<file path="config.mk">
export PLATFORM = sky130hd
export DESIGN_NAME = hpt_front
export DESIGN_NICKNAME = d
export VERILOG_FILES = /design/src/rtl/hpt_pkg.sv /design/src/rtl/hpt_front.sv
export SDC_FILE = /design/constraint.sdc
export NUM_CORES = 1
export LEC_CHECK = 0
export ABC_AREA = 1
export BUFFER_PORTS_ARGS = -buffer_cell sky130_fd_sc_hd__buf_2
export CAP_MARGIN = 30
export CORE_UTILIZATION = 47
export DETAILED_ROUTE_END_ITERATION = 6
export PLACE_DENSITY_LB_ADDON = 0.1
export SLEW_MARGIN = 5
export SYNTH_ARGS = -nofsm -noshare
export SYNTH_HDL_FRONTEND = slang
export SYNTH_SLANG_ARGS = --single-unit
</file>
<file path="constraint.sdc">
create_clock -name clk -period 8.58 [get_ports clk]
set_clock_uncertainty 0.05 [all_clocks]
set_input_delay 0.858 -clock clk [delete_from_list [all_inputs] [get_ports clk]]
set_output_delay 0.858 -clock clk [all_outputs]
set_load 0.02 [all_outputs]
</file>
<file path="src/rtl/hpt_pkg.sv">
// ----------------------------------------------------------------------------
// hpt_pkg
// Shared types, constants and helpers for the hot page tracker.
// ----------------------------------------------------------------------------
package hpt_pkg;

  // Table geometry
  localparam int PAGES    = 1024;
  localparam int LISTS    = 4;
  localparam int HOT_BITS = 16;

  localparam int PAGE_W = (PAGES > 1) ? $clog2(PAGES) : 1;
  localparam int LIST_W = (LISTS > 1) ? $clog2(LISTS) : 1;

  // Word field widths at the ports
  localparam int IN_PAGE_W  = 10;
  localparam int CKPT_W     = 32;
  localparam int STATUS_W   = 3;
  localparam int OUT_HOT_W  = 16;
  localparam int OUT_LIST_W = 2;
  localparam int THR_W      = 16;
  localparam int CNT_W      = 11;

  localparam logic [THR_W-1:0]    THR_RESET = THR_W'(64);
  localparam logic [HOT_BITS-1:0] HOT_MAX   = '1;
  localparam logic [CNT_W-1:0]    CNT_MAX   = '1;
  localparam logic [LIST_W-1:0]   LIST_LAST = LIST_W'(LISTS - 1);
  // list number that matches the count value all ones (count wraps down)
  localparam logic [LIST_W-1:0]   LIST_AT_CNT_MAX = LIST_W'(((1 << CNT_W) - 1) % LISTS);
  localparam logic [PAGE_W-1:0]   PAGE_LAST = PAGE_W'(PAGES - 1);

  // Front queue
  localparam int QDEPTH = 2;
  localparam int QPTR_W = 1;
  localparam int QCNT_W = 2;

  // Item kinds
  localparam logic KIND_ACCESS = 1'b0;
  localparam logic KIND_REMOVE = 1'b1;

  // Result status codes
  typedef enum logic [STATUS_W-1:0] {
    ST_COUNTED   = 3'd0,
    ST_SKIPPED   = 3'd1,
    ST_PROMOTED  = 3'd2,
    ST_REMOVED   = 3'd3,
    ST_UNTRACKED = 3'd4
  } status_t;

  // Back unit states
  typedef enum logic [1:0] {
    BK_CLEAR,
    BK_IDLE,
    BK_EXEC
  } back_state_t;

  // Queued word
  typedef struct packed {
    logic              kind;
    logic [PAGE_W-1:0] page;
    logic [CKPT_W-1:0] ckpt;
  } item_t;

  // Back to front status
  typedef struct packed {
    logic pop;
    logic clearing;
  } back_status_t;

  // One table entry
  typedef struct packed {
    logic                valid;
    logic                active;
    logic [HOT_BITS-1:0] hotness;
    logic [CKPT_W-1:0]   ckpt;
    logic [LIST_W-1:0]   list;
  } tbl_entry_t;

  // Page index modulo PAGES by conditional subtraction, one bit per step
  function automatic logic [PAGE_W-1:0] page_reduce(input logic [IN_PAGE_W-1:0] v);
    logic [63:0] r;
    logic [63:0] m;
    r = 64'(v);
    for (int k = IN_PAGE_W - 1; k >= 0; k--) begin
      m = 64'(PAGES) << k;
      if (r >= m) begin
        r = r - m;
      end
    end
    return PAGE_W'(r);
  endfunction

endpackage

</file>
<file path="src/rtl/hpt_front.sv">
// ----------------------------------------------------------------------------
// hpt_front
// Takes command words, reduces the page index and queues them for the back.
// ----------------------------------------------------------------------------
module hpt_front import hpt_pkg::*; (
  input  logic                 clk,
  input  logic                 rst_n,
  input  logic                 start,
  input  logic                 in_kind,
  input  logic [IN_PAGE_W-1:0] in_page_index,
  input  logic [CKPT_W-1:0]    in_ckpt_version,
  output logic                 busy,
  input  back_status_t         bk_st,
  output logic                 q_valid,
  output item_t                q_item
);

  item_t              q_mem_r [QDEPTH];
  logic [QPTR_W-1:0]  wr_ptr_r, wr_ptr_nxt;
  logic [QPTR_W-1:0]  rd_ptr_r, rd_ptr_nxt;
  logic [QCNT_W-1:0]  q_cnt_r, q_cnt_nxt;
  logic               push;
  item_t              new_item;

  // Accept unless the queue is full or the table is being cleared
  assign busy = (q_cnt_r == QCNT_W'(QDEPTH)) || bk_st.clearing;
  assign push = start && !busy;

  assign new_item.kind = in_kind;
  assign new_item.page = page_reduce(in_page_index);
  assign new_item.ckpt = in_ckpt_version;

  assign q_valid = (q_cnt_r != '0);
  assign q_item  = q_mem_r[rd_ptr_r];

  // Pointer and fill updates
  always_comb begin
    wr_ptr_nxt = push ? wr_ptr_r + 1'b1 : wr_ptr_r;
    rd_ptr_nxt = bk_st.pop ? rd_ptr_r + 1'b1 : rd_ptr_r;
    q_cnt_nxt  = q_cnt_r;
    if (push && !bk_st.pop) begin
      q_cnt_nxt = q_cnt_r + 1'b1;
    end else if (!push && bk_st.pop) begin
      q_cnt_nxt = q_cnt_r - 1'b1;
    end
  end

  always_ff @(posedge clk) begin
    if (!rst_n) begin
      wr_ptr_r <= '0;
      rd_ptr_r <= '0;
      q_cnt_r  <= '0;
    end else begin
      wr_ptr_r <= wr_ptr_nxt;
      rd_ptr_r <= rd_ptr_nxt;
      q_cnt_r  <= q_cnt_nxt;
    end
  end

  // Queue storage
  always_ff @(posedge clk) begin
    if (push) begin
      q_mem_r[wr_ptr_r] <= new_item;
    end
  end

endmodule

</file>
==> reports/qor.yml <==
status:
  outcome: "finished clean"
synth:
  synth_mux_area_share_pct: 17.83
  synth_top_family_by_area: "multiplexers"
  syn-mean-instance-area_um2: 20.45
  ys_warn_count: 0
  yosys_register_bits: 91
  synth_area_um2: 3558
  synth_compound_area_share_pct: 0.2813
  syn_nets: 223
  synth_xor_xnor_area_share_pct: 0
  synthDistinctLibCells: 14
  syn_inst: 174
  synth_simple_gate_area_share_pct: 2.426
  synthAdderAreaFrac_pct: 0.3516
  ys_seq_area_share_pct: 75.39
place:
  portBuffers: 92
  hpwl_mm: 3.547
  place_congestion: 0.6981
  place_ws_ns: 5.799
  dpl.cell_count: 363
final_layout:
  mostFrequentLayoutCell: "buf_2"
  num_antenna_cells: 0
  multi_input_area_um2: 750.7
  area_growth_syn_to_layout_pct: 19.80
  final_net_count: 324
  final-seq-area_um2: 2684
  num-fill-cells: 620
  stdcell_count: 379
  final_cell_mix: "buf_2, edfxtp_1, mux2_4, nand2_1, inv_1"
  utilization_pct: 58.46
  layout-drive-gt1-share_pct: 55.36
worst_setup_path:
  crit_required_ns: 7.67
  timing.rr.end: "q_mem_r[0][17]$_DFFE_PP_"
  path_max_fanout: 23
  reg2reg_depth: 5
  critical_path_class: "reg -> out"
  cp-start-kind: "register"
  r2r-start: "q_cnt_r[0]$_SDFFE_PN0P_"
  critPathCaptureType: "primary output"
  critPathArrivalTime_ns: 2.20
  r2r_slack_ns: 6.51
route:
  dr.pass1.iters: 4
  drcViolationCount: 0
  routed_via_density: 4.573
  drt-initial-drc-count: 81
  drt-total-wl_mm: 5.311
  via_count: 1733
  antenna_left: 0
  post_drt_wl_per_cell_um: 14.01
global_route:
  antenna_found_initial: 0
  grt_pass1_vias: 1679
  track_usage_pct: 14.17
  grt_max_degree: 28
  grt_overflow_total: 0
  grt_pass1_wl_mm: 7.852
die:
  io_pins: 93
  start_util_pct: 48.80
  placement_rows: 31
  fp.dieArea_um2: 7923
  fp.dieH_um: 89.01
  die_w_um: 89.01
  core_um2: 7292
min_path:
  hp-start: "rd_ptr_r$_SDFFE_PN0P_"
  hold_path.class: "reg -> reg"
  whs_path_depth: 2
  hold_end: "rd_ptr_r$_SDFFE_PN0P_"
timing:
  max_freq_ghz: 0.3215
  report.final.slew_viol_count: 0
  finalCritPeriodShare_pct: 36.25
  layout_setup_ws_ns: 5.469
  rsz0062_at_grt: "false"
  setup_violations: 0
  tightest_slew_ns: 0.7376
  hold_viol_final: 0
  slew_headroom_pct: 50.82
  fin_crit_ns: 3.111
  setup_tns_ns: 0
cts:
  hold_buffers: 0
  cts.repair.resized: 0
  cts_buffers: 9
  h-tree-depth: 3
  cts.sinks: 91
  clk_pin_slew_worst_paths_ns: 0.08
  clk_latency_ns: 0.34
  cts_setup_buffers: 0
  cts_tree: "built"
  clk_root_buffer_cell: "clkbuf_8"
  cts_buffer_depth: 2
power:
  power_leakage_uw: 0.001714
  power_density_nw_per_um2: 203.3
  vdd_drop_max_mv: 0.08678
job:
  maxCapViolations: 0
[Yosys cell counts]
cell type / n / area share [%]
inv_1: 11 / 1.2
buf_12: 4 / 2.3
nor2_1: 6 / 0.63
nand3_1: 2 / 0.28
a21oi_1: 1 / 0.14
edfxtp_1: 86 / 73
nand2_1: 11 / 1.2
ha_1: 1 / 0.35
mux2_2: 3 / 0.95
mux2_4: 40 / 17
dfxtp_1: 5 / 2.8
o21ai_0: 1 / 0.14
nand4_1: 2 / 0.35
buf_6: 1 / 0.32
[critical path, stage by stage, from the launching register on]
cell     delay [ns]
dfxtp_2        0.82
buf_4          0.50
mux2_2         0.38
buf_2          0.16
[routing by layer]
layer  routed length, um  share of wire, %  vias up  track usage, %
li1                    -                 -      855               -
met1                2343                44      811           17.69
met2                2588                49       60           22.31
met3                 290               5.5        7           3.970
met4                  88               1.7        0           8.225
met5                   0                 0        -               0
[worst max-delay path by stage]
stage / startpoint / to / slack (ns) / cells past startpoint
4_1_cts: register / q_item[22] / 5.41 / 3
3_5_place_dp: register / q_item[22] / 5.80 / 3
6_report: register / q_item[22] / 5.47 / 3
5_1_grt: register / q_item[22] / 5.34 / 3
3_3_place_gp: register / q_item[22] / 5.79 / 3
2_1_floorplan: bk_st[0] / q_mem_r[0][0]$_DFFE_PP_ / 5.23 / 3
[through the flow]
stage               cell area (um2)  power [uW]  hold slack, ns
finish                         4263       866.4          0.4670
global route                   4263       907.4          0.5284
CTS                            4263       879.6          0.4649
detailed placement             4095       635.1          0.4321
global placement               4075       632.8          0.4270
floorplan                      3558       602.3          0.4135
[state kept, by name, indices dropped and copies added, names as in the netlist, named ones only]
signal	count
q_mem_r	86
q_cnt_r	2
rd_ptr_r	1
wr_ptr_r	1
[area by class of cell]
| cell class | instances | share of cell area, % |
|---|---|---|
| Clock buffer | 9 | 2.906 |
| Clock inverter | 7 | 1.027 |
| Inverter | 11 | 0.9686 |
| Multi-Input combinational cell | 67 | 17.61 |
| Sequential cell | 91 | 62.96 |
| Tap cell | 99 | 2.906 |
| Timing Repair Buffer | 95 | 11.62 |
[report_power, final]
group	total (uW)	switching [uW]	internal, uW
Clock	244	140	104
Sequential	516	9.17	506
Combinational	107	57.6	49.6
Total	866	207	660
[kinds of logic (layout without fill, tap and decap cells)]
| family | count (synthesis) | count (layout) |
|---|---|---|
| DFF | 91 | 91 |
| adders and majority gates | 1 | 1 |
| AOI/OAI and AO/OA | 2 | 2 |
| and+or+nand+nor | 21 | 21 |
| muxes | 43 | 43 |
| buffers and inverters | 16 | 122 |
(Power assumes the default switching activity.)
